## src/ell_pkg.sv

```systemverilog
// shared types, token codes and character tables for the expression lexer
`timescale 1ns / 1ps
package ell_pkg;

  localparam int TOK_POS_W = 16;
  localparam int TOK_LEN_W = 16;
  localparam logic [TOK_LEN_W-1:0] LEN_MAX = '1;

  localparam int ITEM_Q_DEPTH = 2;
  localparam int RES_Q_DEPTH = 2;

  // character classes
  localparam logic [2:0] CL_SINGLE = 3'd0;
  localparam logic [2:0] CL_PEND   = 3'd1;
  localparam logic [2:0] CL_QUOTE  = 3'd2;
  localparam logic [2:0] CL_DIGIT  = 3'd3;
  localparam logic [2:0] CL_ALPHA  = 3'd4;
  localparam logic [2:0] CL_SPACE  = 3'd5;
  localparam logic [2:0] CL_BAD    = 3'd6;
  localparam logic [2:0] CL_END    = 3'd7;

  // token kinds
  localparam logic [5:0] K_AND     = 6'd10;
  localparam logic [5:0] K_OR      = 6'd12;
  localparam logic [5:0] K_ASSIGN  = 6'd14;
  localparam logic [5:0] K_NOT     = 6'd16;
  localparam logic [5:0] K_LT      = 6'd18;
  localparam logic [5:0] K_GT      = 6'd20;
  localparam logic [5:0] K_STRING  = 6'd22;
  localparam logic [5:0] K_NUMBER  = 6'd23;
  localparam logic [5:0] K_IDENT   = 6'd24;
  localparam logic [5:0] K_KW0     = 6'd25;
  localparam logic [5:0] K_BAD     = 6'd34;
  localparam logic [5:0] K_END     = 6'd35;
  localparam logic [5:0] K_BADCHAR = 6'd36;

  // error codes
  localparam logic [1:0] E_NONE    = 2'd0;
  localparam logic [1:0] E_BADCHAR = 2'd1;
  localparam logic [1:0] E_BADNUM  = 2'd2;
  localparam logic [1:0] E_UNTERM  = 2'd3;

  // keywords
  localparam int NUM_KW = 9;
  localparam int KW_MAX_LEN = 5;
  localparam logic [7:0] KW_TEXT [NUM_KW][KW_MAX_LEN] = '{
    '{"t", "r", "u", "e", 8'h00},
    '{"f", "a", "l", "s", "e"},
    '{"l", "e", "t", 8'h00, 8'h00},
    '{"v", "a", "r", 8'h00, 8'h00},
    '{"i", "f", 8'h00, 8'h00, 8'h00},
    '{"e", "l", "s", "e", 8'h00},
    '{"w", "h", "i", "l", "e"},
    '{"f", "o", "r", 8'h00, 8'h00},
    '{"t", "o", 8'h00, 8'h00, 8'h00}
  };
  localparam logic [2:0] KW_LEN [NUM_KW] = '{
    3'd4, 3'd5, 3'd3, 3'd3, 3'd2, 3'd4, 3'd5, 3'd3, 3'd2
  };

  typedef struct packed {
    logic [2:0] cls;
    logic [7:0] ch;
    logic [5:0] op_kind;
  } item_t;

  typedef struct packed {
    logic [5:0]           kind;
    logic [TOK_POS_W-1:0] start;
    logic [TOK_LEN_W-1:0] length;
    logic [1:0]           err;
    logic [7:0]           bad;
    logic                 last;
  } res_t;

  function automatic logic [5:0] pend_single(input logic [7:0] c);
    case (c)
      "&":     pend_single = K_AND;
      "|":     pend_single = K_OR;
      "=":     pend_single = K_ASSIGN;
      "!":     pend_single = K_NOT;
      "<":     pend_single = K_LT;
      default: pend_single = K_GT;
    endcase
  endfunction

  function automatic logic [7:0] pend_second(input logic [7:0] c);
    if (c == "&" || c == "|") begin
      pend_second = c;
    end else begin
      pend_second = "=";
    end
  endfunction

endpackage

```

## src/ell_queue.sv

```systemverilog
// small register queue between lexer stages
`timescale 1ns / 1ps
module ell_queue #(
  parameter int W = 8,
  parameter int DEPTH = 2
) (
  input  logic         clk,
  input  logic         rst_n,
  input  logic         push,
  input  logic [W-1:0] push_data,
  input  logic         pop,
  output logic [W-1:0] pop_data,
  output logic         full,
  output logic         empty
);

  localparam int PW = (DEPTH > 1) ? $clog2(DEPTH) : 1;
  localparam int CW = $clog2(DEPTH + 1);

  logic [W-1:0]  mem_r [DEPTH];
  logic [PW-1:0] wr_ptr_r, wr_ptr_nxt;
  logic [PW-1:0] rd_ptr_r, rd_ptr_nxt;
  logic [CW-1:0] count_r, count_nxt;
  logic          do_push, do_pop;

  assign full = (count_r == CW'(DEPTH));
  assign empty = (count_r == '0);
  assign do_push = push && !full;
  assign do_pop = pop && !empty;
  assign pop_data = mem_r[rd_ptr_r];

  always_comb begin
    wr_ptr_nxt = wr_ptr_r;
    rd_ptr_nxt = rd_ptr_r;
    count_nxt = count_r;
    if (do_push) begin
      wr_ptr_nxt = (wr_ptr_r == PW'(DEPTH - 1)) ? '0 : wr_ptr_r + 1'b1;
    end
    if (do_pop) begin
      rd_ptr_nxt = (rd_ptr_r == PW'(DEPTH - 1)) ? '0 : rd_ptr_r + 1'b1;
    end
    if (do_push && !do_pop) begin
      count_nxt = count_r + 1'b1;
    end else if (do_pop && !do_push) begin
      count_nxt = count_r - 1'b1;
    end
  end

  always_ff @(posedge clk) begin
    if (!rst_n) begin
      wr_ptr_r <= '0;
      rd_ptr_r <= '0;
      count_r <= '0;
    end else begin
      wr_ptr_r <= wr_ptr_nxt;
      rd_ptr_r <= rd_ptr_nxt;
      count_r <= count_nxt;
    end
  end

  always_ff @(posedge clk) begin
    if (do_push) begin
      mem_r[wr_ptr_r] <= push_data;
    end
  end

endmodule

```

## src/ell_front.sv

```systemverilog
// input side: accepts characters, classifies them and drops items after end
`timescale 1ns / 1ps
module ell_front
  import ell_pkg::*;
(
  input  logic       clk,
  input  logic       rst_n,
  input  logic       in_valid,
  output logic       in_ready,
  input  logic       in_kind,
  input  logic [7:0] in_char_code,
  input  logic       iq_full,
  output logic       iq_push,
  output item_t      iq_item
);

  logic finished_r, finished_nxt;
  logic accept;

  assign in_ready = finished_r || !iq_full;
  assign accept = in_valid && in_ready;
  assign iq_push = accept && !finished_r;

  always_comb begin
    iq_item.ch = in_char_code;
    iq_item.op_kind = '0;
    iq_item.cls = CL_BAD;
    if (in_kind || in_char_code == 8'h00) begin
      iq_item.cls = CL_END;
    end else begin
      case (in_char_code)
        "+": begin iq_item.cls = CL_SINGLE; iq_item.op_kind = 6'd0; end
        "-": begin iq_item.cls = CL_SINGLE; iq_item.op_kind = 6'd1; end
        "*": begin iq_item.cls = CL_SINGLE; iq_item.op_kind = 6'd2; end
        "/": begin iq_item.cls = CL_SINGLE; iq_item.op_kind = 6'd3; end
        "(": begin iq_item.cls = CL_SINGLE; iq_item.op_kind = 6'd4; end
        ")": begin iq_item.cls = CL_SINGLE; iq_item.op_kind = 6'd5; end
        "{": begin iq_item.cls = CL_SINGLE; iq_item.op_kind = 6'd6; end
        "}": begin iq_item.cls = CL_SINGLE; iq_item.op_kind = 6'd7; end
        "~": begin iq_item.cls = CL_SINGLE; iq_item.op_kind = 6'd8; end
        "^": begin iq_item.cls = CL_SINGLE; iq_item.op_kind = 6'd9; end
        "&", "|", "=", "!", "<", ">": iq_item.cls = CL_PEND;
        "\"": iq_item.cls = CL_QUOTE;
        default: begin
          if (in_char_code inside {[8'h30:8'h39]}) begin
            iq_item.cls = CL_DIGIT;
          end else if (in_char_code inside {[8'h41:8'h5A], [8'h61:8'h7A]}) begin
            iq_item.cls = CL_ALPHA;
          end else if (in_char_code inside {8'h20, [8'h09:8'h0D]}) begin
            iq_item.cls = CL_SPACE;
          end else begin
            iq_item.cls = CL_BAD;
          end
        end
      endcase
    end
  end

  assign finished_nxt = finished_r || (iq_push && iq_item.cls == CL_END);

  always_ff @(posedge clk) begin
    if (!rst_n) begin
      finished_r <= 1'b0;
    end else begin
      finished_r <= finished_nxt;
    end
  end

endmodule

```

## src/ell_back.sv

```systemverilog
// scanner: tracks the open token; <=1 token per cycle if not stalled
`timescale 1ns / 1ps
module ell_back
  import ell_pkg::*;
#(
  parameter int POS_WIDTH = 16,
  parameter int KEYWORD_CHARS = 5
) (
  input  logic  clk,
  input  logic  rst_n,
  input  logic  iq_empty,
  input  item_t iq_item,
  output logic  iq_pop,
  input  logic  oq_full,
  output logic  oq_push,
  output res_t  oq_res
);

  localparam logic [2:0] M_IDLE   = 3'd0;
  localparam logic [2:0] M_PEND   = 3'd1;
  localparam logic [2:0] M_STRING = 3'd2;
  localparam logic [2:0] M_NUMBER = 3'd3;
  localparam logic [2:0] M_BADNUM = 3'd4;
  localparam logic [2:0] M_IDENT  = 3'd5;

  logic [2:0]           mode_r, mode_nxt;
  logic [7:0]           pend_r, pend_nxt;
  logic [POS_WIDTH-1:0] pos_r, pos_nxt;
  logic [POS_WIDTH-1:0] start_r, start_nxt;
  logic [TOK_LEN_W-1:0] run_r, run_nxt;
  logic [7:0]           prefix_r [KEYWORD_CHARS];
  logic [7:0]           prefix_nxt [KEYWORD_CHARS];

  logic                 fire;
  logic                 is_end, is_digit, is_alpha;
  logic                 close_last;
  logic [TOK_LEN_W-1:0] run_inc;
  logic [5:0]           word_kind;
  logic [POS_WIDTH-1:0] pos_inc;

  assign fire = !iq_empty && !oq_full;
  assign is_end = (iq_item.cls == CL_END);
  assign is_digit = (iq_item.cls == CL_DIGIT);
  assign is_alpha = (iq_item.cls == CL_ALPHA);
  assign close_last = !(iq_item.cls == CL_SINGLE || iq_item.cls == CL_BAD || is_end);
  assign run_inc = (run_r == LEN_MAX) ? run_r : run_r + 1'b1;
  assign pos_inc = pos_r + 1'b1;

  always_comb begin
    logic match;
    logic found;
    word_kind = K_IDENT;
    found = 1'b0;
    for (int i = 0; i < NUM_KW; i++) begin
      match = (run_r == TOK_LEN_W'(KW_LEN[i]));
      for (int j = 0; j < KW_MAX_LEN; j++) begin
        if (j < int'(KW_LEN[i]) && prefix_r[j] != KW_TEXT[i][j]) begin
          match = 1'b0;
        end
      end
      if (match && !found) begin
        found = 1'b1;
        word_kind = K_KW0 + 6'(i);
      end
    end
  end

  always_comb begin
    mode_nxt = mode_r;
    pend_nxt = pend_r;
    pos_nxt = pos_r;
    start_nxt = start_r;
    run_nxt = run_r;
    prefix_nxt = prefix_r;
    iq_pop = 1'b0;
    oq_push = 1'b0;
    oq_res.kind = K_END;
    oq_res.start = TOK_POS_W'(start_r);
    oq_res.length = run_r;
    oq_res.err = E_NONE;
    oq_res.bad = '0;
    oq_res.last = close_last;
    if (fire) begin
      case (mode_r)
        M_IDLE: begin
          iq_pop = 1'b1;
          oq_res.start = TOK_POS_W'(pos_r);
          oq_res.length = TOK_LEN_W'(1);
          oq_res.last = 1'b1;
          if (!is_end) begin
            pos_nxt = pos_inc;
          end
          case (iq_item.cls)
            CL_SINGLE: begin
              oq_push = 1'b1;
              oq_res.kind = iq_item.op_kind;
            end
            CL_PEND: begin
              mode_nxt = M_PEND;
              pend_nxt = iq_item.ch;
              start_nxt = pos_r;
            end
            CL_QUOTE: begin
              mode_nxt = M_STRING;
              start_nxt = pos_r;
              run_nxt = TOK_LEN_W'(1);
            end
            CL_DIGIT: begin
              mode_nxt = M_NUMBER;
              start_nxt = pos_r;
              run_nxt = TOK_LEN_W'(1);
            end
            CL_ALPHA: begin
              mode_nxt = M_IDENT;
              start_nxt = pos_r;
              run_nxt = TOK_LEN_W'(1);
              for (int j = 0; j < KEYWORD_CHARS; j++) begin
                prefix_nxt[j] = '0;
              end
              prefix_nxt[0] = iq_item.ch;
            end
            CL_BAD: begin
              oq_push = 1'b1;
              oq_res.kind = K_BADCHAR;
              oq_res.err = E_BADCHAR;
              oq_res.bad = iq_item.ch;
            end
            CL_END: begin
              oq_push = 1'b1;
              oq_res.kind = K_END;
              oq_res.length = '0;
            end
            default: begin
            end
          endcase
        end
        M_PEND: begin
          oq_push = 1'b1;
          mode_nxt = M_IDLE;
          if (!is_end && iq_item.ch == pend_second(pend_r)) begin
            iq_pop = 1'b1;
            pos_nxt = pos_inc;
            oq_res.kind = pend_single(pend_r) + 6'd1;
            oq_res.length = TOK_LEN_W'(2);
            oq_res.last = 1'b1;
          end else begin
            oq_res.kind = pend_single(pend_r);
            oq_res.length = TOK_LEN_W'(1);
          end
        end
        M_STRING: begin
          if (is_end) begin
            oq_push = 1'b1;
            mode_nxt = M_IDLE;
            oq_res.kind = K_BAD;
            oq_res.err = E_UNTERM;
          end else begin
            iq_pop = 1'b1;
            pos_nxt = pos_inc;
            run_nxt = run_inc;
            if (iq_item.ch == "\"") begin
              oq_push = 1'b1;
              mode_nxt = M_IDLE;
              oq_res.kind = K_STRING;
              oq_res.length = run_inc;
              oq_res.last = 1'b1;
            end
          end
        end
        M_NUMBER: begin
          if (is_digit || is_alpha) begin
            iq_pop = 1'b1;
            pos_nxt = pos_inc;
            run_nxt = run_inc;
            if (is_alpha) begin
              mode_nxt = M_BADNUM;
            end
          end else begin
            oq_push = 1'b1;
            mode_nxt = M_IDLE;
            oq_res.kind = K_NUMBER;
          end
        end
        M_BADNUM: begin
          if (is_digit || is_alpha) begin
            iq_pop = 1'b1;
            pos_nxt = pos_inc;
            run_nxt = run_inc;
          end else begin
            oq_push = 1'b1;
            mode_nxt = M_IDLE;
            oq_res.kind = K_BAD;
            oq_res.err = E_BADNUM;
          end
        end
        M_IDENT: begin
          if (is_digit || is_alpha) begin
            iq_pop = 1'b1;
            pos_nxt = pos_inc;
            run_nxt = run_inc;
            for (int j = 0; j < KEYWORD_CHARS; j++) begin
              if (run_r == TOK_LEN_W'(j)) begin
                prefix_nxt[j] = iq_item.ch;
              end
            end
          end else begin
            oq_push = 1'b1;
            mode_nxt = M_IDLE;
            oq_res.kind = word_kind;
          end
        end
        default: begin
          mode_nxt = M_IDLE;
        end
      endcase
    end
  end

  always_ff @(posedge clk) begin
    if (!rst_n) begin
      mode_r <= M_IDLE;
      pos_r <= '0;
    end else begin
      mode_r <= mode_nxt;
      pos_r <= pos_nxt;
    end
  end

  always_ff @(posedge clk) begin
    pend_r <= pend_nxt;
    start_r <= start_nxt;
    run_r <= run_nxt;
    prefix_r <= prefix_nxt;
  end

endmodule

```

## src/expression_language_lexer.sv

```systemverilog
// top level of the streaming expression lexer
`timescale 1ns / 1ps
// Streaming tokenizer: one character request per cycle goes in while the item
// queue has room, and tokens come out as soon as they close, each with kind,
// start position, saturating length, error code, offending byte and a
// last-of-run flag. A character that closes the token in progress without
// joining it (or the end item after an open token) stays in the item queue
// while the closed token is emitted and is then handled on its own; every
// other character is handled as it is taken. A two-entry queue on each side
// decouples input and output, so input keeps flowing while a result waits,
// until the item queue fills. Requests after the end item are accepted at one
// per cycle and discarded until reset.
module expression_language_lexer
  import ell_pkg::*;
#(
  parameter int POS_WIDTH = 16,
  parameter int KEYWORD_CHARS = 5
) (
  input  logic        clk,
  input  logic        rst_n,
  input  logic        in_valid,
  output logic        in_ready,
  input  logic        in_kind,
  input  logic [7:0]  in_char_code,
  output logic        out_valid,
  input  logic        out_ready,
  output logic [5:0]  out_token_kind,
  output logic [15:0] out_token_start,
  output logic [15:0] out_token_length,
  output logic [1:0]  out_error_code,
  output logic [7:0]  out_bad_char,
  output logic        out_last_of_run
);

  logic  iq_push, iq_pop, iq_full, iq_empty;
  item_t iq_in, iq_out;
  logic  oq_push, oq_full, oq_empty;
  res_t  oq_in, oq_out;

  ell_front u_front (
    .clk          (clk),
    .rst_n        (rst_n),
    .in_valid     (in_valid),
    .in_ready     (in_ready),
    .in_kind      (in_kind),
    .in_char_code (in_char_code),
    .iq_full      (iq_full),
    .iq_push      (iq_push),
    .iq_item      (iq_in)
  );

  ell_queue #(
    .W     ($bits(item_t)),
    .DEPTH (ITEM_Q_DEPTH)
  ) u_item_q (
    .clk       (clk),
    .rst_n     (rst_n),
    .push      (iq_push),
    .push_data (iq_in),
    .pop       (iq_pop),
    .pop_data  (iq_out),
    .full      (iq_full),
    .empty     (iq_empty)
  );

  ell_back #(
    .POS_WIDTH     (POS_WIDTH),
    .KEYWORD_CHARS (KEYWORD_CHARS)
  ) u_back (
    .clk      (clk),
    .rst_n    (rst_n),
    .iq_empty (iq_empty),
    .iq_item  (iq_out),
    .iq_pop   (iq_pop),
    .oq_full  (oq_full),
    .oq_push  (oq_push),
    .oq_res   (oq_in)
  );

  ell_queue #(
    .W     ($bits(res_t)),
    .DEPTH (RES_Q_DEPTH)
  ) u_res_q (
    .clk       (clk),
    .rst_n     (rst_n),
    .push      (oq_push),
    .push_data (oq_in),
    .pop       (out_valid && out_ready),
    .pop_data  (oq_out),
    .full      (oq_full),
    .empty     (oq_empty)
  );

  assign out_valid = !oq_empty;
  assign out_token_kind = oq_out.kind;
  assign out_token_start = oq_out.start;
  assign out_token_length = oq_out.length;
  assign out_error_code = oq_out.err;
  assign out_bad_char = oq_out.bad;
  assign out_last_of_run = oq_out.last;

endmodule

```

## config.mk

```make
export PLATFORM = sky130hd
export DESIGN_NAME = expression_language_lexer
export DESIGN_NICKNAME = d
export VERILOG_FILES = /design/src/ell_pkg.sv /design/src/ell_queue.sv /design/src/ell_front.sv /design/src/ell_back.sv /design/src/expression_language_lexer.sv
export SDC_FILE = /design/constraint.sdc
export NUM_CORES = 1
export LEC_CHECK = 0
export BUFFER_PORTS_ARGS = -buffer_cell sky130_fd_sc_hd__buf_2
export CAP_MARGIN = 10
export CORE_MARGIN = 2
export CORE_UTILIZATION = 39
export CTS_CLUSTER_DIAMETER = 100
export DETAILED_ROUTE_END_ITERATION = 8
export GPL_TIMING_DRIVEN = 0
export PLACE_DENSITY = 0.64
export SKIP_CTS_REPAIR_TIMING = 1
export SLEW_MARGIN = 40
export SYNTH_ARGS = -nofsm -noshare
export SYNTH_HDL_FRONTEND = slang
export SYNTH_SLANG_ARGS = --single-unit
```

## constraint.sdc

```tcl
create_clock -name clk -period 4.13 [get_ports clk]
set_input_delay 0.6195 -clock clk [delete_from_list [all_inputs] [get_ports clk]]
set_output_delay 0.6195 -clock clk [all_outputs]
set_load 0.05 [all_outputs]
```

==> flow_results.org, run 1 <==
** Worst setup path
- Cells along the critical path :: buf_6 -> mux2i_1 -> nand3_1 -> a2111oi_2 -> nand2_1 -> nor3_2 -> o21bai_1 -> ha_1 -> or3_1 -> a21oi_1
- The worst setup path is captured at a flip-flop.
- Of all nets on the critical path, the largest fanout is 10.
- For the worst flop-to-flop path, the logic depth is 10.
- Delay of the slowest cell on the worst path :: 0.60 ns
- The critical path runs through a total of 10 cells.
- On the critical path, the stage with the largest delay is an instance of sky130_fd_sc_hd__mux2i_1.
- On the critical path the largest part of the delay comes from simple AND/OR/NAND/NOR gates.
- Together, buffers and inverters on the worst path number 1.
- Reg2Reg Setup Slack :: 0.57 ns
- The worst setup path is of the reg2reg kind.
- Critical Path RT :: 4.60 ns
- In this run the critical register-to-register path is captured at u_item_q.count_r[1].
- Arrival time worst endpoint :: 4.03 ns
- STA classifies the critical path startpoint as a flip-flop.

** STA
- The tightest hold path in the finished design has a slack of 0.2995 ns.
- Final-report max-slew violation count :: 0
- Worst slew pin tran :: 0.8197 ns
- Peak clock frequency supported by timing :: 280.8 MHz
- The number of hold violations in the final report is 0.
- RSZ-0062 raised after global routing :: false
- Setup total negative slack on the finished layout was measured at 0 ns.
- The worst path uses 86.22% of the clock period.
- Time the worst path needs with I/O delays and setup :: 3.561 ns
- Setup violations remaining at the end of the flow were counted as 0.
- Skew final :: 0.02939 ns
- Measured against its own limit, the worst slew margin works out to 45.25%.

** Floorplanning
- Die outline width :: 175.4 um
- Number of placed I/O pins :: 64
- The die covers 0.03078 sq mm.
- Number of placement rows :: 62
- The die is 175.4 um tall.
- The initial utilization of the core area, before any placement, comes to 39.72%.
- The floorplan step defined a core boundary enclosing 0.02886 sq mm.

** Hold path
- The startpoint identified for the worst hold timing path is in_char_code[2].
- The worst hold path belongs to the class in2reg.
- Along the worst hold path, the cell count comes to 1.
- For hold timing, the worst endpoint is u_item_q.mem_r[1][6].

** Detailed routing
- Summing over every cut layer, the via total after detailed routing is 7928.
- Dividing the detail-routed via count by the number of cells gives 5.460.
- ANT nets after route :: 0
- Average wire per cell in the routed design :: 18.12 um
- For this run, design rule violations remaining after detail routing come to 0.
- The detailed router finished its first iteration with 630 violations.
- DR pass1 iterations :: 5
- For this block, the routed nets add up to 26320 um of wire.

** Synthesis
- Net count of the mapped netlist :: 976
- Each instance of the synthesized netlist takes up on average 11.99 sq um.
- Sequential cells were found to cover 59.72% of the synthesized design area.
- Synth unique cells :: 86
- Of all cell types, the one taking the most synthesized area is sky130_fd_sc_hd__edfxtp_1.
- Most used standard cell by instance count after synthesis :: sky130_fd_sc_hd__edfxtp_1
- Warning count from the yosys run :: 0
- Top cells by area in the synthesized netlist :: sky130_fd_sc_hd__edfxtp_1 54%, sky130_fd_sc_hd__mux2_2 6.8%, sky130_fd_sc_hd__dfxtp_1 5.2%, sky130_fd_sc_hd__nor2_1 3.5%, sky130_fd_sc_hd__nand2_1 2.2%
- For this run, the leading register cell type out of synthesis is sky130_fd_sc_hd__edfxtp_1.
- Synthesis produced a netlist whose cell count is 956.
- In the synthesized netlist, the cells that appear most often are 208 x sky130_fd_sc_hd__edfxtp_1, 108 x sky130_fd_sc_hd__nor2_1, 69 x sky130_fd_sc_hd__mux2_2, 68 x sky130_fd_sc_hd__nand2_1, 50 x sky130_fd_sc_hd__a21oi_1.
- The mapped netlist covers 0.01146 sq mm.
- The synthesized design contains 208 enable-type register cells.
- Share of the synthesized area in the top cell type :: 54.49%
- After synthesis the netlist holds a flip-flop and latch count of 238.
- Asr flop ratio synth :: 0%

** Clocking
- Clock root cell :: sky130_fd_sc_hd__clkbuf_16
- CTS built an H-tree with a depth of 1.
- Cts bufs inserted :: 26
- Clock Pin Slew Worst Setup and Hold Paths :: 0.06 ns
- CTS tree :: yes
- The later pin in the worst-skew pair is clocked with a latency of 0.54 ns.
- Sink count of the clock tree :: 238
- The clock passes through at most 3 buffers.

** Final layout
- Share of the core filled with cells in the final layout :: 45.76%
- Cells with a size suffix above 1 make up 20.22% of the layout.
- Layout Area Growth over Synthesis :: 15.20%
- 0 antenna diodes ended up in the layout.
- At the end of the flow, the number of nets in the layout was 1072.

** GRT
- Initial antenna violation count :: 0
- Wire length of the first global-routing pass :: 42160 um
- Overall global routing resource usage :: 17.02%
- After global routing the overflow that remains totals 0.
- Entering global routing, the biggest net connects 32 pins.
- The via count of the first global-routing pass is 7724.

** Placement
- Final weighted congestion in routability-driven placement :: 0.9254
- The wire-length estimate of the detail-placed layout is 18770 um.
- In this run the tool buffered the top-level ports with 63 buffer cells.

** Power and ir drop
- Overall power of the completed layout :: 9.016 mW
- VDD sags by at most 0.0003945 V.
- Power density normalized to cell area :: 682.7 mW/mm^2
- Leakage power :: 4.430 nW

** Job
- Number of maximum-capacitance violations :: 0

** Status
- Status :: completed
## where the power goes
group	switching (mW)	leakage (nW)	internal (mW)
clock	0.897	0.403	1.35
combinational	2.31	1.88	0.974
sequential	0.200	2.15	3.28
## state kept, by name, indices dropped and copies added (netlist names), named ones only
register and count:
u_item_q.count_r 2, u_back.run_r 16, u_back.start_r 16, u_back.pend_r 8, u_item_q.wr_ptr_r 1, u_res_q.rd_ptr_r 1
u_res_q.count_r 2, u_res_q.mem_r 98, u_back.pos_r 16, u_res_q.wr_ptr_r 1, u_item_q.rd_ptr_r 1, u_front.finished_r 1
u_item_q.mem_r 30, u_back.mode_r 3, u_back.prefix_r 40
## area by class of cell
cell class                      instances  area, sq um
Buffer                                 38        167.7
Fill cell                            2671        15650
Clock buffer                           32        683.2
Inverter                               33        123.9
Sequential cell                       238         6847
Multi-Input combinational cell        647         4374
Timing Repair Buffer                   68        385.4
Tap cell                              384        480.5
Clock inverter                         12        145.1
## routing by layer
metal | vias to the layer above | share of wire, % | track usage, %
met4 | 0 | 2.6 | 5.062
met3 | 56 | 5.7 | 2.662
met1 | 3821 | 46 | 23.60
met5 | - | 0 | 0
met2 | 243 | 46 | 27.69
li1 | 3808 | - | -
## worst register-to-register path, stage by stage, from the launching register on
cell,delay (ns)
sky130_fd_sc_hd__dfxtp_1,0.47
sky130_fd_sc_hd__buf_6,0.20
sky130_fd_sc_hd__mux2i_1,0.60
sky130_fd_sc_hd__nand3_1,0.19
sky130_fd_sc_hd__a2111oi_2,0.49
sky130_fd_sc_hd__nand2_1,0.11
sky130_fd_sc_hd__nor3_2,0.31
sky130_fd_sc_hd__o21bai_1,0.24
sky130_fd_sc_hd__ha_1,0.38
sky130_fd_sc_hd__or3_1,0.36
sky130_fd_sc_hd__a21oi_1,0.14
## logic make-up (layout without fill, tap and decap cells)
group / count (synthesis) / count (layout) / synth area share (%)
and+or+nand+nor: 365 / 365 / 17.05
DFF: 238 / 238 / 59.72
AOI/OAI and AO/OA: 164 / 164 / 9.671
muxes: 89 / 89 / 8.557
buffers and inverters: 71 / 183 / 2.543
xor gates and xnor gates: 21 / 21 / 1.604
adders and majority gates: 8 / 8 / 0.8513
## through the flow
step,setup slack [ns],area (sq um),std cells
3_5_place_dp,0.5087,12360,1408
4_1_cts,0.4642,13190,1452
3_3_place_gp,-0.9087,12260,1403
6_report,0.5689,13210,1452
2_1_floorplan,0.5541,11470,956
5_1_grt,0.3567,13210,1452
## worst max path at each step
stage,endpoint,slack [ns]
after global placement,u_res_q.mem_r[0][19],-0.91
after floorplan,u_res_q.mem_r[0][0],0.55
after global routing,u_item_q.count_r[1],0.36
after CTS,u_back.start_r[13],0.46
after detailed placement,u_back.start_r[9],0.51
final,u_item_q.count_r[1],0.57
## cell usage in the layout (no fill, tap or decap), types with 24 or more instances in the layout
cell / n
sky130_fd_sc_hd__clkbuf_16: 26
sky130_fd_sc_hd__edfxtp_1: 208
sky130_fd_sc_hd__nand2_1: 68
sky130_fd_sc_hd__o21ai_0: 27
sky130_fd_sc_hd__mux2_2: 69
sky130_fd_sc_hd__clkbuf_1: 31
sky130_fd_sc_hd__inv_1: 32
sky130_fd_sc_hd__dfxtp_1: 30
sky130_fd_sc_hd__buf_2: 66
sky130_fd_sc_hd__nand3_1: 29
sky130_fd_sc_hd__nor3_1: 24
sky130_fd_sc_hd__a21oi_1: 50
sky130_fd_sc_hd__nor2_1: 107
No activity file was read; power rests on OpenSTA's default activity.
==> run 2, diff against run 1 <==
--- a/config.mk
+++ b/config.mk
@@ -9,11 +9,11 @@
 export CAP_MARGIN = 10
 export CORE_MARGIN = 2
 export CORE_UTILIZATION = 39
+export CTS_BUF_LIST = sky130_fd_sc_hd__clkbuf_4 sky130_fd_sc_hd__clkbuf_8 sky130_fd_sc_hd__clkbuf_16
 export CTS_CLUSTER_DIAMETER = 100
 export DETAILED_ROUTE_END_ITERATION = 8
 export GPL_TIMING_DRIVEN = 0
 export PLACE_DENSITY = 0.64
-export SKIP_CTS_REPAIR_TIMING = 1
 export SLEW_MARGIN = 40
 export SYNTH_ARGS = -nofsm -noshare
 export SYNTH_HDL_FRONTEND = slang
==> run 2 against run 1 <==
Effect of this change: wire length fell by 0.17%; combinational power hardly changed; design area is 0.14% higher; critical endpoint unchanged; largest cell class unchanged.
==> flow_results.org, run 2 (synthesis results as in run 1) <==
** Power and ir drop
- Peak supply drop :: 0.0003932 V (-0.33%)
- Power density normalized to cell area :: 683.9 mW/mm^2 (+0.18%)
- The static leakage came to 4.447 nW (+0.39%).
- Overall power of the completed layout :: 9.045 mW (+0.32%)

** Final layout
- In the layout the commonest cells are 208 x sky130_fd_sc_hd__edfxtp_1, 107 x sky130_fd_sc_hd__nor2_1, 69 x sky130_fd_sc_hd__mux2_2.
- The area of all placed cells without fillers came to 0.01323 sq mm (+0.14%).
- The register with the most flip-flops in the final layout is u_res_q.mem_r.
- From synthesis to final layout, the design area changed by 15.37%.
- The library cell used most frequently in the layout, excluding fill and tap cells, is sky130_fd_sc_hd__edfxtp_1.
- The ratio of cells with drive above 1 in the final layout was 20.69% (+0.47 points).
- Antenna fix cells :: 0 (unchanged)
- Count of filler cells inserted in the layout :: 2668 (-0.11%)
- Net total in the final layout :: 1072 (unchanged)
- The final core utilization was 45.83% (+0.065 points).
- Top flop regs :: u_res_q.mem_r (98), u_back.prefix_r (40), u_item_q.mem_r (30)
- Non-filler cells, final :: 1452 (unchanged)
- The flip-flop count of the largest register, all copies and words added was 98 (unchanged).

** Worst setup path
- The critical path is of the reg2reg type.
- The worst setup path is launched from a flip-flop.
- Arrival time worst endpoint :: 4.05 ns (+0.02 ns)
- The critical-path maximum fanout is 10 (unchanged).
- The worst setup path is captured at a flip-flop.
- The depth of the most critical reg-to-reg path is 10 (unchanged).
- Critical Path RT :: 4.60 ns (about the same)

** Hold path
- Worst hold path depth :: 1 (unchanged)
- Path category of the worst min-delay check :: in2reg

** Clocking
- Clk buf depth :: 3 (unchanged)
- The CTS buffer count came to 26 (unchanged).
- The clock latency on the worst-skew pair came to 0.54 ns (about the same).
- The clock transition at the registers of the reported paths is 0.06 ns (about the same).
- The sink count of the clock tree came to 238 (unchanged).
- The number of levels in the clock H-tree was 1 (unchanged).
- In this run, post-CTS hold repair placed 0 buffers.
- Clock root cell :: sky130_fd_sc_hd__clkbuf_16
- In this run, post-CTS repair resized a total of 0 instances.
- Once the clock tree was built, the setup fixing pass inserted 0 buffers.
- CTS tree :: yes

** STA
- Time the worst path needs with I/O delays and setup :: 3.586 ns (+0.02495 ns)
- The worst relative slew slack came to 46.00% (+0.75 points).
- The number of hold violations in the final report came to 0 (unchanged).
- The fmax was 278.9 MHz (-0.70%).
- The final setup slack of the worst path was 0.5440 ns (-0.02495 ns).
- Share of the clock period used by the worst path :: 86.83% (+0.60 points)
- Hold Slack :: 0.2988 ns (-0.0006910 ns)
- Skew final :: 0.03013 ns (+0.0007388 ns)
- Final-report max-slew violation count :: 0 (unchanged)
- Setup repair after global routing left no endpoint under its margin.
- The final number of setup-violating endpoints is 0 (unchanged).
- The setup TNS after final layout came to 0 ns (unchanged).
- Worst slew pin tran :: 0.8085 ns (-0.01125 ns)

** Floorplanning
- Number of placed I/O pins :: 64 (unchanged)
- The total number of placement rows came to 62 (unchanged).
- Effective utilization at floorplan :: 39.72% (unchanged)
- Die H :: 175.4 um (unchanged)
- The die width was 175.4 um (unchanged).
- The die area is 0.03078 sq mm (unchanged).
- Total core area :: 0.02886 sq mm (unchanged)

** Status
- The run finished with clean final reports.

** Detailed routing
- The routed via count is 7895 (-0.42%).
- The post-detailed-route count of antenna-violating nets is 0 (unchanged).
- Final wirelength :: 26270 um (-0.17%)
- The DRC violation count after routing came to 0 (unchanged).
- Average vias per placed instance :: 5.437 (-0.42%)
- DR pass1 iterations :: 5 (unchanged)
- The initial DRC count was 659 (+4.6%).
- The routed length per placed instance came to 18.09 um (-0.17%).

** Placement
- Post-detailed-placement half-perimeter wirelength :: 18770 um (unchanged)
- Input/output buffers :: 63 (unchanged)
- Final weighted congestion in routability-driven placement :: 0.9254 (unchanged)
- Setup slack after placement :: 0.5087 ns (unchanged)
- Number of placed instances with taps included :: 1408 (unchanged)
- Post-Place Cell Area :: 0.01236 sq mm (unchanged)

** GRT
- Vias in the first global route :: 7708 (-0.21%)
- The overflow left after global routing came to 0 (unchanged).
- The aggregate global-route resource usage came to 17.02% (unchanged).
- Maximum number of pins on one net before global-route repair :: 32 (unchanged)
- Wire length of the first global-routing pass :: 42130 um (about the same)
- Initial antenna violation count :: 0 (unchanged)

** Job
- The number of maximum-capacitance violations is 0 (unchanged).
run 2: cell types whose count changed in the layout (fill, tap and decap cells not counted):
cell	change
sky130_fd_sc_hd__clkbuf_1	-5
sky130_fd_sc_hd__clkbuf_4	+5
run 2: path summary, 6_finish.rpt:
kind	slack, ns	start	endpoint
worst max-delay path	0.54	flip-flop	u_item_q.count_r[1]
worst min register to register	0.49	u_front.finished_r	u_front.finished_r
worst min-delay path	0.30	in_char_code[2]	u_item_q.mem_r[1][6]
worst max register to register	0.54	flip-flop	u_item_q.count_r[1]
run 2: critical path, stage by stage (launching register included):
cell                        delay [ns]
sky130_fd_sc_hd__dfxtp_1          0.47
sky130_fd_sc_hd__buf_6            0.19
sky130_fd_sc_hd__mux2i_1          0.60
sky130_fd_sc_hd__nand3_1          0.19
sky130_fd_sc_hd__a2111oi_2        0.49
sky130_fd_sc_hd__nand2_1          0.11
sky130_fd_sc_hd__nor3_2           0.33
sky130_fd_sc_hd__o21bai_1         0.24
sky130_fd_sc_hd__ha_1             0.38
sky130_fd_sc_hd__or3_1            0.36
sky130_fd_sc_hd__a21oi_1          0.14
run 2: where the power goes:
| group | leakage (nW) | internal (mW) | switching (mW) | total [mW] |
|---|---|---|---|---|
| combinational | 1.88 | 0.974 | 2.31 | 3.28 |
| clock | 0.420 | 1.38 | 0.895 | 2.28 |
| sequential | 2.15 | 3.28 | 0.200 | 3.48 |
| total | 4.45 | 5.64 | 3.40 | 9.04 |
run 2: metal layers:
metal  GRT usage (%)  part of all wire, %
met5               0                    0
met4           5.062                  2.5
met1           23.61                   46
met3           2.662                  5.2
met2           27.67                   46
run 2: cell type report:
cell class / instances / area [sq um] / area share (%)
timing repair buffer: 68 / 385.4 / 2.914
tap: 384 / 480.5 / 3.633
clock inverter: 12 / 145.1 / 1.097
clock buffer: 32 / 701.9 / 5.307
sequential: 238 / 6847 / 51.77
multi-input combinational: 647 / 4374 / 33.07
inverter: 33 / 123.9 / 0.9366
buffer: 38 / 167.7 / 1.268
==> run 3, diff against run 2 <==
--- a/config.mk
+++ b/config.mk
@@ -7,6 +7,7 @@
 export LEC_CHECK = 0
 export BUFFER_PORTS_ARGS = -buffer_cell sky130_fd_sc_hd__buf_2
 export CAP_MARGIN = 10
+export CORE_ASPECT_RATIO = 2
 export CORE_MARGIN = 2
 export CORE_UTILIZATION = 39
 export CTS_BUF_LIST = sky130_fd_sc_hd__clkbuf_4 sky130_fd_sc_hd__clkbuf_8 sky130_fd_sc_hd__clkbuf_16
==> run 3 against run 2 <==
Effect of this change: clock power shrank 14%; die area is 0.27% higher; worst hold slack improved by 0.027 ns; sequential cell count unchanged; critical path depth unchanged; largest power group unchanged; wire length grew 7.5%; sequential power is essentially flat; combinational power is 2% higher; utilization is 0.60 points lower; maximum frequency decreased by 3.8%; count of clock-buffer cells in the layout shrank 2.
==> flow_results.org, run 3 (synthesis results as in run 1) <==
** Status
- The run finished with clean final reports.

** Final layout
- Share of cells above drive strength 1 :: 20.28% (-0.41 points)
- Antenna fix cells :: 0 (unchanged)
- The number of nets in the layout was 1066 (-0.56%).
- In the layout the commonest cells are 208 x sky130_fd_sc_hd__edfxtp_1, 106 x sky130_fd_sc_hd__nor2_1, 69 x sky130_fd_sc_hd__mux2_2.
- Layout Area Growth over Synthesis :: 13.83%
- Count of filler cells inserted in the layout :: 2652 (-0.60%)
- The area of the multi-input gates came to 0.004370 sq mm (about the same).
- Top register by number of flip-flops :: u_res_q.mem_r
- The library cell used most frequently in the layout, excluding fill and tap cells, is sky130_fd_sc_hd__edfxtp_1.
- Flip-flop count of the largest register after layout :: 98 (unchanged)
- Top flop regs :: u_res_q.mem_r (98), u_back.prefix_r (40), u_item_q.mem_r (30)
- The storage element area came to 0.006847 sq mm (unchanged).

** STA
- The worst relative slew slack came to 44.72% (-1.3 points).
- Slack of the critical path :: 0.4011 ns (-0.1429 ns)
- The clock period minus final worst setup slack was 3.729 ns (+0.1429 ns).
- Worst slew pin tran :: 0.8229 ns (+0.01442 ns)
- Hold violation total from the final report :: 0 (unchanged)
- Setup repair after global routing left no endpoint under its margin.
- Share of the clock period used by the worst path :: 90.29% (+3.5 points)
- The final setup skew came to 0.02781 ns (-0.002322 ns).
- Post-Route Setup TNS :: 0 ns (unchanged)
- The final hold slack is 0.3256 ns (+0.02676 ns).
- Final-report max-slew violation count :: 0 (unchanged)
- The fmax is 268.2 MHz (-3.8%).
- Total setup violations reported at the end of the flow :: 0 (unchanged)

** Placement
- The count of input and output buffers came to 63 (unchanged).
- The pre-CTS setup slack was 0.3526 ns (-0.1562 ns).
- Post-detailed-placement half-perimeter wirelength :: 21270 um (+13%)
- The routability congestion estimate from global placement is 0.9625 (+4.0%).

** Power and ir drop
- Switching power total :: 3.393 mW (-0.30%)
- The power density normalized to cell area came to 673.7 mW/mm^2 (-1.5%).
- The internal power is 5.397 mW (-4.3%).
- Reg power frac :: 39.7% (+1.2 points)
- Switching fraction of total power :: 38.60% (+0.97 points)
- Leakage power :: 4.373 nW (-1.7%)
- Clock network fraction of total power :: 22.2% (-3.0 points)
- Peak supply drop :: 0.0004377 V (+11%)
- The share of total power in combinational logic was 38.1% (+1.8 points).
- The total chip power came to 8.791 mW (-2.8%).

** Detailed routing
- The via count normalized by instance count came to 5.605 (+3.1%).
- Overall via count from detail_route :: 7959 (+0.81%)
- Drt drc :: 0 (unchanged)
- The number of search-and-repair iterations in the first detailed-routing pass is 5 (unchanged).
- The final wirelength came to 28250 um (+7.5%).
- The post-detailed-route count of antenna-violating nets was 0 (unchanged).
- Number of DRC markers in iteration 0 :: 409 (-38%)
- The routed length per placed instance came to 19.89 um (+9.9%).

** Floorplanning
- The I/O pin count is 64 (unchanged).
- The die outline height is 246.5 um (+40%).
- Number of placement rows :: 88 (+42%)
- The starting density of the core was 39.74% (about the same).
- Die outline width :: 125.2 um (-29%)
- The die area is 0.03086 sq mm (+0.27%).
- The area of the core is 0.02885 sq mm (about the same).

** Clocking
- TritonCTS built the clock tree.
- The sink count of the clock tree came to 238 (unchanged).
- The post-cts sizing count was 0 (unchanged).
- The maximum clock insertion buffer count came to 3 (unchanged).
- The CTS buffer count was 20 (-23%).
- The number of levels in the clock H-tree is 1 (unchanged).
- Clock Pin Slew Worst Setup and Hold Paths :: 0.07 ns (about the same)
- The number of post-CTS setup repair buffers was 0 (unchanged).
- The clock latency on the worst-skew pair came to 0.52 ns (-0.02 ns).
- Clock root cell :: sky130_fd_sc_hd__clkbuf_16
- Count of hold-fix buffers inserted at cts :: 0 (unchanged)

** Hold path
- The depth of the worst hold-timing path is 1 (unchanged).
- The worst hold path begins at in_char_code[1].
- The worst hold path belongs to the class in2reg.
- End of the worst hold path :: u_item_q.mem_r[0][5]

** Worst setup path
- The worst setup path is launched from a flip-flop.
- The worst setup path is of the reg2reg kind.
- The worst path arrival time is 3.96 ns (-0.09 ns).
- STA classifies the critical path endpoint as a flip-flop.
- End of the worst register-to-register path :: u_res_q.mem_r[0][19]
- Reg2Reg Setup Slack :: 0.40 ns (-0.14 ns)
- R2R cell count :: 10 (unchanged)
- The critical-path maximum fanout was 18 (+8).
- The required time of the critical path was 4.36 ns (-0.24 ns).

** GRT
- Total congestion overflow after global routing :: 0 (unchanged)
- Maximum number of pins on one net before global-route repair :: 29 (-9.4%)
- The aggregate global-route resource usage came to 17.94% (+0.92 points).
- Vias in the first global route :: 8027 (+4.1%)
- Initial antenna violation count :: 0 (unchanged)
- Wire length of the first global-routing pass :: 43390 um (+3.0%)

** Job
- The number of maximum-capacitance violations is 0 (unchanged).
run 3: changes by cell type in the layout (fill, tap and decap cells not counted), sizes merged:
cell / change
clkinv: -5
clkbuf: -2
clkinvlp: -1
bufinv: -1
inv: +1
run 3: per-layer routing:
layer	routed length [um]	share of wire, %	vias to the layer above	GRT usage (%)
li1	-	-	3792	-
met1	9619	34	3907	16.79
met2	16360	58	184	36.73
met5	0	0	-	0
met3	719	2.5	76	1.802
met4	1542	5.5	0	10.07
run 3: critical path, stage by stage (launching register included):
cell and delay [ns]:
sky130_fd_sc_hd__dfxtp_1 0.48, sky130_fd_sc_hd__buf_4 0.27, sky130_fd_sc_hd__mux2i_1 0.32, sky130_fd_sc_hd__o21bai_2 0.26, sky130_fd_sc_hd__nand2_4 0.16, sky130_fd_sc_hd__a211o_1 0.33, sky130_fd_sc_hd__a41oi_1 0.47, sky130_fd_sc_hd__nor2b_4 0.57
sky130_fd_sc_hd__buf_16 0.22, sky130_fd_sc_hd__buf_8 0.17, sky130_fd_sc_hd__buf_16 0.17
run 3: worst max path at each step:
stage | start | to | cells after the start
3_5_place_dp | flip-flop | u_res_q.mem_r[0][19] | 10
3_3_place_gp | flip-flop | u_res_q.mem_r[0][19] | 7
4_1_cts | flip-flop | u_res_q.mem_r[0][19] | 10
5_1_grt | flip-flop | u_res_q.mem_r[0][28] | 10
2_1_floorplan | flip-flop | u_res_q.mem_r[0][0] | 7
6_report | flip-flop | u_res_q.mem_r[0][19] | 10
run 3: final cells by class:
type	instances	share of cell area [%]
plain buffers	38	1.285
clock buffers	30	4.459
clock inverters	6	0.7479
inverters	33	0.9493
multi-input cells	647	33.49
flip-flops and latches	238	52.47
well taps	360	3.452
repair buffers	68	3.145
run 3: power groups by stage:
| stage | clock network (mW) | registers (mW) | logic (mW) |
|---|---|---|---|
| final | 1.96 | 3.49 | 3.35 |
| after global routing | 2.07 | 3.53 | 3.59 |
| after CTS | 2.00 | 3.49 | 3.39 |
| after detailed placement | 0 | 3.54 | 3.37 |
| after global placement | 0 | 3.53 | 3.23 |
| after floorplan | 0 | 3.47 | 2.44 |
run 3: through the flow:
step                cell area [sq um]  instances  utilization [%]
floorplan                       11470        956                -
global placement                12230       1379            42.40
detailed placement              12360       1384            42.86
CTS                             13040       1420            45.21
global route                    13050       1420            45.23
finish                          13050       1420            45.23
